**src/rtl/bq_pkg.sv**
```systemverilog
`timescale 1ns / 1ps
// Shared types, constants and saturation helpers for the multichannel biquad.
// No dependencies; imported by every module of the block.
package bq_pkg;

  localparam int MAX_CHANNELS_DEF = 8;
  localparam int SAMPLE_W         = 24;
  localparam int CHAN_W           = 3;
  localparam int COEF_W           = 32;
  localparam int CNT_W            = 4;
  localparam int DELAY_W          = 48;
  localparam int PROD_W           = COEF_W + SAMPLE_W;
  localparam int ACC_W            = 64;
  localparam int APB_AW           = 5;
  localparam int APB_DW           = 32;

  // register indexes (byte address / 4)
  localparam logic [2:0] REG_B0  = 3'd0;
  localparam logic [2:0] REG_B1  = 3'd1;
  localparam logic [2:0] REG_B2  = 3'd2;
  localparam logic [2:0] REG_A1  = 3'd3;
  localparam logic [2:0] REG_A2  = 3'd4;
  localparam logic [2:0] REG_CNT = 3'd5;

  localparam logic signed [COEF_W-1:0] B0_RESET  = 32'sh4000_0000;
  localparam logic [CNT_W-1:0]         CNT_RESET = 4'd2;

  localparam logic signed [ACC_W-1:0] RND_Y   = 64'sd536870912;  // 2^29
  localparam logic signed [ACC_W-1:0] RND_D   = 64'sd4096;       // 2^12
  localparam logic signed [ACC_W-1:0] Q23_MAX = 64'sd8388607;
  localparam logic signed [ACC_W-1:0] Q23_MIN = -64'sd8388608;
  localparam logic signed [ACC_W-1:0] D48_MAX = 64'sd140737488355327;
  localparam logic signed [ACC_W-1:0] D48_MIN = -64'sd140737488355328;

  typedef struct packed {
    logic signed [COEF_W-1:0] b0;
    logic signed [COEF_W-1:0] b1;
    logic signed [COEF_W-1:0] b2;
    logic signed [COEF_W-1:0] a1;
    logic signed [COEF_W-1:0] a2;
  } bq_coef_t;

  typedef struct packed {
    logic signed [DELAY_W-1:0] d1;
    logic signed [DELAY_W-1:0] d2;
  } bq_delay_t;

  typedef enum logic [2:0] {
    ST_IDLE,
    ST_MB0,
    ST_Y,
    ST_D1A,
    ST_D1B,
    ST_D2A,
    ST_D2B,
    ST_OUT
  } bq_state_t;

  function automatic logic signed [SAMPLE_W-1:0] sat_q23(input logic signed [ACC_W-1:0] v);
    logic signed [SAMPLE_W-1:0] r;
    if (v > Q23_MAX) r = Q23_MAX[SAMPLE_W-1:0];
    else if (v < Q23_MIN) r = Q23_MIN[SAMPLE_W-1:0];
    else r = v[SAMPLE_W-1:0];
    return r;
  endfunction

  function automatic logic signed [DELAY_W-1:0] sat_d48(input logic signed [ACC_W-1:0] v);
    logic signed [DELAY_W-1:0] r;
    if (v > D48_MAX) r = D48_MAX[DELAY_W-1:0];
    else if (v < D48_MIN) r = D48_MIN[DELAY_W-1:0];
    else r = v[DELAY_W-1:0];
    return r;
  endfunction

endpackage

```
**src/rtl/bq_dmem.sv**
```systemverilog
`timescale 1ns / 1ps
// Per-channel delay store: one synchronous memory word holds both delays.
// Uses bq_pkg; entries never written since reset or a clear read as zero.
module bq_dmem #(
  parameter int MAX_CHANNELS = bq_pkg::MAX_CHANNELS_DEF,
  parameter int AW           = 3
) (
  input  logic              clk,
  input  logic              rst_n,
  input  logic              clr,
  input  logic              rd_en,
  input  logic [AW-1:0]     rd_addr,
  output bq_pkg::bq_delay_t rd_data,
  input  logic              we,
  input  logic [AW-1:0]     wr_addr,
  input  bq_pkg::bq_delay_t wr_data
);
  import bq_pkg::*;

  bq_delay_t                mem_q [MAX_CHANNELS];
  bq_delay_t                rd_q_r;
  logic                     rd_vld_r;
  logic [MAX_CHANNELS-1:0]  vld_r;

  always_ff @(posedge clk) begin
    if (we) begin
      mem_q[wr_addr] <= wr_data;
    end
    if (rd_en) begin
      rd_q_r <= mem_q[rd_addr];
    end
  end

  always_ff @(posedge clk) begin
    if (!rst_n) begin
      vld_r    <= '0;
      rd_vld_r <= 1'b0;
    end else begin
      if (clr) begin
        vld_r <= '0;
      end else if (we) begin
        vld_r[wr_addr] <= 1'b1;
      end
      if (rd_en) begin
        rd_vld_r <= vld_r[rd_addr];
      end
    end
  end

  assign rd_data = rd_vld_r ? rd_q_r : '0;

endmodule

```
**src/rtl/bq_core.sv**
```systemverilog
`timescale 1ns / 1ps
// Sequencer and datapath: one shared 32x24 multiplier and a 64-bit accumulator
// run the section per word, read-modify-write on the delay store. Uses bq_pkg.
module bq_core #(
  parameter int MAX_CHANNELS = bq_pkg::MAX_CHANNELS_DEF,
  parameter int AW           = 3
) (
  input  logic                                clk,
  input  logic                                rst_n,
  input  bq_pkg::bq_coef_t                    coef,
  input  logic [bq_pkg::CNT_W-1:0]            chan_count,
  input  logic                                in_valid,
  output logic                                in_stall,
  input  logic signed [bq_pkg::SAMPLE_W-1:0]  in_sample_in,
  input  logic [bq_pkg::CHAN_W-1:0]           in_channel,
  output logic                                out_valid,
  input  logic                                out_stall,
  output logic signed [bq_pkg::SAMPLE_W-1:0]  out_sample_out,
  output logic [bq_pkg::CHAN_W-1:0]           out_channel,
  output logic                                mem_rd_en,
  output logic [AW-1:0]                       mem_rd_addr,
  input  bq_pkg::bq_delay_t                   mem_rd_data,
  output logic                                mem_we,
  output logic [AW-1:0]                       mem_wr_addr,
  output bq_pkg::bq_delay_t                   mem_wr_data
);
  import bq_pkg::*;

  localparam logic [5:0] MAX_CH = 6'(MAX_CHANNELS);

  bq_state_t                  state_r, state_nxt;
  logic signed [SAMPLE_W-1:0] x_r, x_nxt;
  logic [CHAN_W-1:0]          ch_r, ch_nxt;
  logic signed [SAMPLE_W-1:0] y_r, y_nxt;
  logic signed [PROD_W-1:0]   prod_r, prod_nxt;
  logic signed [ACC_W-1:0]    acc_r, acc_nxt;
  logic signed [DELAY_W-1:0]  d1n_r, d1n_nxt;
  logic                       out_valid_r, out_valid_nxt;
  logic signed [SAMPLE_W-1:0] out_sample_r, out_sample_nxt;
  logic [CHAN_W-1:0]          out_channel_r, out_channel_nxt;

  logic signed [COEF_W-1:0]   mul_a;
  logic signed [SAMPLE_W-1:0] mul_b;
  logic signed [PROD_W-1:0]   mul_p;
  logic signed [ACC_W-1:0]    prod_ext, d1_ext, d2_ext;
  logic                       in_act;

  assign mul_p    = mul_a * mul_b;
  assign prod_ext = {{(ACC_W-PROD_W){prod_r[PROD_W-1]}}, prod_r};
  // delays are Q8.40, products carry 53 fraction bits: align by 2^13
  assign d1_ext   = {{(ACC_W-DELAY_W-13){mem_rd_data.d1[DELAY_W-1]}}, mem_rd_data.d1, 13'd0};
  assign d2_ext   = {{(ACC_W-DELAY_W-13){mem_rd_data.d2[DELAY_W-1]}}, mem_rd_data.d2, 13'd0};

  assign in_act = (CNT_W'(in_channel) < chan_count) && (6'(in_channel) < MAX_CH);

  assign in_stall       = (state_r != ST_IDLE);
  assign mem_rd_addr    = AW'(in_channel);
  assign mem_wr_addr    = AW'(ch_r);
  assign out_valid      = out_valid_r;
  assign out_sample_out = out_sample_r;
  assign out_channel    = out_channel_r;

  always_ff @(posedge clk) begin
    if (!rst_n) begin
      state_r     <= ST_IDLE;
      out_valid_r <= 1'b0;
    end else begin
      state_r     <= state_nxt;
      out_valid_r <= out_valid_nxt;
    end
  end

  always_ff @(posedge clk) begin
    x_r           <= x_nxt;
    ch_r          <= ch_nxt;
    y_r           <= y_nxt;
    prod_r        <= prod_nxt;
    acc_r         <= acc_nxt;
    d1n_r         <= d1n_nxt;
    out_sample_r  <= out_sample_nxt;
    out_channel_r <= out_channel_nxt;
  end

  always_comb begin
    state_nxt       = state_r;
    x_nxt           = x_r;
    ch_nxt          = ch_r;
    y_nxt           = y_r;
    prod_nxt        = prod_r;
    acc_nxt         = acc_r;
    d1n_nxt         = d1n_r;
    out_valid_nxt   = out_valid_r && out_stall;
    out_sample_nxt  = out_sample_r;
    out_channel_nxt = out_channel_r;
    mul_a           = coef.b0;
    mul_b           = x_r;
    mem_rd_en       = 1'b0;
    mem_we          = 1'b0;
    mem_wr_data     = '{d1: d1n_r, d2: '0};

    case (state_r)
      ST_IDLE: begin
        if (in_valid) begin
          mem_rd_en = 1'b1;
          x_nxt     = in_sample_in;
          ch_nxt    = in_channel;
          y_nxt     = in_sample_in;   // inactive channel passes through
          state_nxt = in_act ? ST_MB0 : ST_OUT;
        end
      end
      ST_MB0: begin
        mul_a     = coef.b0;
        prod_nxt  = mul_p;
        state_nxt = ST_Y;
      end
      ST_Y: begin
        y_nxt     = sat_q23((prod_ext + d1_ext + RND_Y) >>> 30);
        mul_a     = coef.b1;
        prod_nxt  = mul_p;
        state_nxt = ST_D1A;
      end
      ST_D1A: begin
        acc_nxt   = prod_ext + d2_ext;
        mul_a     = coef.a1;
        mul_b     = y_r;
        prod_nxt  = mul_p;
        state_nxt = ST_D1B;
      end
      ST_D1B: begin
        d1n_nxt   = sat_d48((acc_r - prod_ext + RND_D) >>> 13);
        mul_a     = coef.b2;
        prod_nxt  = mul_p;
        state_nxt = ST_D2A;
      end
      ST_D2A: begin
        acc_nxt   = prod_ext;
        mul_a     = coef.a2;
        mul_b     = y_r;
        prod_nxt  = mul_p;
        state_nxt = ST_D2B;
      end
      ST_D2B: begin
        mem_we      = 1'b1;
        mem_wr_data = '{d1: d1n_r, d2: sat_d48((acc_r - prod_ext + RND_D) >>> 13)};
        state_nxt   = ST_OUT;
      end
      ST_OUT: begin
        // wait here while the previous word is still held at the output
        if (!(out_valid_r && out_stall)) begin
          out_valid_nxt   = 1'b1;
          out_sample_nxt  = y_r;
          out_channel_nxt = ch_r;
          state_nxt       = ST_IDLE;
        end
      end
      default: begin
        state_nxt = ST_IDLE;
      end
    endcase
  end

endmodule

```
**src/rtl/biquad_df2t_multichannel.sv**
```systemverilog
`timescale 1ns / 1ps
// Transposed direct form II biquad shared by interleaved channels: register block,
// delay store and sequencer. Uses bq_pkg, bq_dmem and bq_core.
//
// From acceptance to the next acceptance, with the output free, an active-channel
// word takes one read of the delay memory, five products through the single
// 32x24 multiplier with a 64-bit accumulate after each, one write-back of both
// delays and the load of the output register. A word for an inactive channel
// (channel >= min(count, MAX_CHANNELS)) passes straight to the output register
// and leaves the delays untouched. One word is in flight at a time; the
// output register holds a finished word while the next one is taken. Delays
// reset to zero through per-entry valid bits, cleared at reset and whenever a
// different channel count is written, so there is no clearing pass.
module biquad_df2t_multichannel #(
  parameter int MAX_CHANNELS = bq_pkg::MAX_CHANNELS_DEF
) (
  input  logic                                clk,
  input  logic                                rst_n,
  input  logic                                in_valid,
  output logic                                in_stall,
  input  logic signed [bq_pkg::SAMPLE_W-1:0]  in_sample_in,
  input  logic [bq_pkg::CHAN_W-1:0]           in_channel,
  output logic                                out_valid,
  input  logic                                out_stall,
  output logic signed [bq_pkg::SAMPLE_W-1:0]  out_sample_out,
  output logic [bq_pkg::CHAN_W-1:0]           out_channel,
  input  logic                                psel,
  input  logic                                penable,
  input  logic                                pwrite,
  input  logic [bq_pkg::APB_AW-1:0]           paddr,
  input  logic [bq_pkg::APB_DW-1:0]           pwdata,
  output logic [bq_pkg::APB_DW-1:0]           prdata,
  output logic                                pready
);
  import bq_pkg::*;

  localparam int AW = (MAX_CHANNELS > 1) ? $clog2(MAX_CHANNELS) : 1;

  bq_coef_t          coef_r;
  logic [CNT_W-1:0]  count_r;
  logic              cfg_wr;
  logic [2:0]        reg_idx;
  logic              mem_clr;

  logic              mem_rd_en, mem_we;
  logic [AW-1:0]     mem_rd_addr, mem_wr_addr;
  bq_delay_t         mem_rd_data, mem_wr_data;

  assign pready  = 1'b1;
  assign cfg_wr  = psel && penable && pwrite;
  assign reg_idx = paddr[4:2];
  assign mem_clr = cfg_wr && (reg_idx == REG_CNT) && (pwdata[CNT_W-1:0] != count_r);

  always_ff @(posedge clk) begin
    if (!rst_n) begin
      coef_r  <= '{b0: B0_RESET, b1: '0, b2: '0, a1: '0, a2: '0};
      count_r <= CNT_RESET;
    end else if (cfg_wr) begin
      case (reg_idx)
        REG_B0:  coef_r.b0 <= pwdata;
        REG_B1:  coef_r.b1 <= pwdata;
        REG_B2:  coef_r.b2 <= pwdata;
        REG_A1:  coef_r.a1 <= pwdata;
        REG_A2:  coef_r.a2 <= pwdata;
        REG_CNT: count_r   <= pwdata[CNT_W-1:0];
        default: ;
      endcase
    end
  end

  always_comb begin
    case (reg_idx)
      REG_B0:  prdata = coef_r.b0;
      REG_B1:  prdata = coef_r.b1;
      REG_B2:  prdata = coef_r.b2;
      REG_A1:  prdata = coef_r.a1;
      REG_A2:  prdata = coef_r.a2;
      REG_CNT: prdata = APB_DW'(count_r);
      default: prdata = '0;
    endcase
  end

  bq_dmem #(
    .MAX_CHANNELS (MAX_CHANNELS),
    .AW           (AW)
  ) u_dmem (
    .clk     (clk),
    .rst_n   (rst_n),
    .clr     (mem_clr),
    .rd_en   (mem_rd_en),
    .rd_addr (mem_rd_addr),
    .rd_data (mem_rd_data),
    .we      (mem_we),
    .wr_addr (mem_wr_addr),
    .wr_data (mem_wr_data)
  );

  bq_core #(
    .MAX_CHANNELS (MAX_CHANNELS),
    .AW           (AW)
  ) u_core (
    .clk            (clk),
    .rst_n          (rst_n),
    .coef           (coef_r),
    .chan_count     (count_r),
    .in_valid       (in_valid),
    .in_stall       (in_stall),
    .in_sample_in   (in_sample_in),
    .in_channel     (in_channel),
    .out_valid      (out_valid),
    .out_stall      (out_stall),
    .out_sample_out (out_sample_out),
    .out_channel    (out_channel),
    .mem_rd_en      (mem_rd_en),
    .mem_rd_addr    (mem_rd_addr),
    .mem_rd_data    (mem_rd_data),
    .mem_we         (mem_we),
    .mem_wr_addr    (mem_wr_addr),
    .mem_wr_data    (mem_wr_data)
  );

`ifndef SYNTHESIS
  logic chk_act;
  assign chk_act = (CNT_W'(in_channel) < count_r) && (6'(in_channel) < 6'(MAX_CHANNELS));

  // an active word writes its delays back in ST_D2B after acceptance
  a_wb_timing: assert property (@(posedge clk) disable iff (!rst_n)
    in_valid && !in_stall && chk_act |-> ##6 mem_we)
    else $error("delay write-back missing after active word");

  // write-back never coincides with taking a new word
  a_wb_busy: assert property (@(posedge clk) disable iff (!rst_n)
    mem_we |-> in_stall)
    else $error("delay write-back while accepting");

  // one word in flight: no acceptance in the cycle after one
  a_one_item: assert property (@(posedge clk) disable iff (!rst_n)
    in_valid && !in_stall |=> in_stall)
    else $error("second word accepted while busy");
`endif

endmodule
```
**config.mk**
```make
export PLATFORM = sky130hd
export DESIGN_NAME = biquad_df2t_multichannel
export DESIGN_NICKNAME = d
export VERILOG_FILES = /design/src/rtl/bq_pkg.sv /design/src/rtl/bq_dmem.sv /design/src/rtl/bq_core.sv /design/src/rtl/biquad_df2t_multichannel.sv
export SDC_FILE = /design/constraint.sdc
export NUM_CORES = 2
export LEC_CHECK = 0
export BUFFER_PORTS_ARGS = -buffer_cell sky130_fd_sc_hd__buf_2
export CORE_MARGIN = 10
export CORE_UTILIZATION = 59
export CTS_CLUSTER_SIZE = 12
export DETAILED_ROUTE_END_ITERATION = 10
export PLACE_DENSITY = 0.86
export SLEW_MARGIN = 20
export SYNTH_ARGS = -nofsm -noshare
export SYNTH_HDL_FRONTEND = slang
export SYNTH_HIERARCHICAL = 1
export SYNTH_SLANG_ARGS = --single-unit
```
**constraint.sdc**
```tcl
create_clock -name clk -period 24 [get_ports clk]
set_input_delay 3.6 -clock clk [delete_from_list [all_inputs] [get_ports clk]]
set_output_delay 3.6 -clock clk [all_outputs]
set_load 0.005 [all_outputs]
```
==> qor.csv <==
metric;value;unit
synth_area_leader_cell;edfxtp_1;
crit_path_start_kind;register;
rrSetupSlack;12.63;ns
drt_iter0_drc;6627;
cts_hold_buf;0;
crit_top_cell;fa_1;
firstDrtPassIters;7;
crit_arrival;11.89;ns
gr-usage-all-layers;0.296;
avgSynthCellArea;11.9;µm²
synth.most_common_cell;edfxtp_1;
ioPinCount;133;
fin_crit_sh;0.474;
clk_latency;0.80;ns
muxShareOfSynthArea;0.0949;
yosysWarnings;6;
cts.path.max_buffers;3;
vias_per_cell;6.41;
ant_nets;0;
cap_violations;0;
synth_cell_types;93;
regArea;36800;µm²
yosysSeqAreaShare;0.421;
root_buffer;clkbuf_16;
r2r-end;u_core/prod_r[54];
synth_top_family_by_area;adder cells;
cp_slowest_cell;a31oi_2;
worstSetupEndpointType;register;
place_congestion;0.975;
synth.area.top_cells;edfxtp_1 38%, fa_1 18%, ha_1 6.0%;
synthXorXnorAreaFrac;0.0182;
cts_max_level;4;
grt_pass1_vias;62140;
dp_hpwl;165000;µm
setup_violations;0;
maxSlewViolCount;0;
max_freq;0.0880;GHz
multiInputGateArea;45800;µm²
place_ws;12.62;ns
path_max_fanout;81;
critPathRequiredTime;24.52;ns
dieHeight;405;µm
grt_pass1_wl;371000;µm
io_buffers;129;
dr_total_vias;59712;
wl_per_cell;25.9;µm
max_stage_delay;0.87;ns
max_slew_margin;0.190;
setup_tns;0;ns
crit_end;u_core/prod_r[54];
max_slew.worst_pin.slew;1.21;ns
postCtsSetupBuffers;0;
async_reset_ff_frac;0;
antenna_found_initial;4;
ys_ff_latch;1285;
critPathLaunch;u_core/state_r[1];
clkSlewWorstSetupHoldPaths;0.06;ns
synth_top_area_share;0.381;
synthesis.area;87400;µm²
grt-ovfl-total;0;
status;finished clean;
skew;0.0514;ns
setup_ws;12.63;ns
route.detailed.drc;0;
num_rows;141;
final_nets;8589;
dieArea;164000;µm²
clock-sinks;1285;
drt_wl_total;241000;µm
synth_nets;8595;
nFillCells;10427;
cts_tree;built;
synth_compound_area_frac;0.0799;
synth_ff_type;edfxtp_1;
drive_gt1_frac;0.118;
r2r-start;u_core/state_r[1];
synthAdderAreaFrac;0.240;
whs_path_depth;0;
fin_util;0.638;
path_class;reg2reg;
synthTopCellsByCount;1,108 x edfxtp_1, 909 x inv_1, 784 x fa_1;
coreArea;147000;µm²
min_period;11.37;ns
synth-edff-count;1108;
syn_inst;7320;
area_growth;7.66;%
dieWidth;405;µm
initial_core_util;0.593;
hold_viol_final;0;
cts_resized;0;
rr_worst_depth;33;
rsz0062_at_grt;false;
hp-class;reg2reg;
grt_start_max_net_pins;126;
cts_buffers;136;
synthSimpleGateAreaFrac;0.0866;
[worst max-delay path, delay by kind of cell (launching register included)]
kind | cells | cell delay, ns
adders and majority gates | 9 | 4.16
AOI/OAI and AO/OA | 9 | 3.47
buffers and inverters | 8 | 1.86
and+or+nand+nor | 6 | 0.98
DFF | 1 | 0.40
xor gates and xnor gates | 1 | 0.14
[metrics by stage]
step	area [µm²]	hold slack, ns	std cells
detailed placement	90000	0.435	9106
global placement	89900	0.427	9106
global route	94100	0.463	9313
finish	94100	0.448	9313
floorplan	87400	0.418	7320
CTS	94100	0.449	9312
[cell families (layout without fill, tap and decap cells)]
group | count (synthesis) | after routing
and+or+nand+nor | 1741 | 1741
buffers and inverters | 1292 | 1354
DFF | 1285 | 1285
adders and majority gates | 1204 | 1204
AOI/OAI and AO/OA | 1053 | 1053
muxes | 562 | 562
xor gates and xnor gates | 182 | 182
other | 1 | 2
[state kept, by name, indices dropped and copies added (netlist names)]
register               count
u_dmem/mem_q             768
coef_r                   160
u_dmem/rd_q_r             96
u_core/acc_r              62
u_core/prod_r             56
u_core/d1n_r              48
u_core/out_sample_out     24
u_core/x_r                24
u_core/y_r                24
u_dmem/vld_r               8
count_r                    4
u_core/mem_wr_addr         3
u_core/out_channel         3
u_core/state_r             3
u_core/out_valid           1
u_dmem/rd_vld_r            1
[area by class of cell]
type,count,area share
Multi-Input combinational cell,4743,0.486
Sequential cell,1285,0.391
Clock buffer,167,0.0382
Inverter,912,0.0364
Tap cell,1930,0.0257
Timing Repair Buffer,236,0.0161
Clock inverter,39,0.00596
Antenna cell,1,0.0000266
[how the worst min path moves through the flow]
stage / start / endpoint / slack [ns]
3_5_place_dp: u_core/prod_r[0] / u_core/acc_r[0] / 0.44
4_1_cts: u_core/y_r[4] / u_core/out_sample_out[4] / 0.45
6_report: u_core/prod_r[5] / u_core/acc_r[5] / 0.45
5_1_grt: u_core/y_r[23] / u_core/out_sample_out[23] / 0.46
3_3_place_gp: u_core/y_r[5] / u_core/out_sample_out[5] / 0.43
2_1_floorplan: u_core/prod_r[0] / u_core/acc_r[0] / 0.42
[layout by cell type (no fill, tap or decap), types with 30 or more instances in the layout]
master and n:
a22oi_1 67, clkbuf_16 138, inv_1 908, a21o_1 142, ha_1 420, mux2i_1 211
xor2_1 59, edfxtp_1 1108, mux2_2 140, xnor2_1 123, fa_1 784, mux4_2 172
nor2_1 610, nand4_1 49, a31oi_1 56, nand2_1 716, nand3_1 38, o21a_1 50
o21ai_0 195, buf_4 106, o21ai_2 30, dfxtp_1 176, nor3_1 37, nand2b_1 47
a221oi_1 33, a31o_2 35, a21oi_1 239, and2_1 118, buf_2 124
[metal layers]
metal,up-vias,global-route usage,share of wire
met5,-,0,0.00013
met3,845,0.0884,0.13
met2,4050,0.468,0.46
li1,25144,-,-
met1,29669,0.374,0.36
met4,4,0.140,0.054
Power is left out: the tool's default activity adds up to more than one toggle a clock period on the data nets, which glitch-free logic cannot reach.
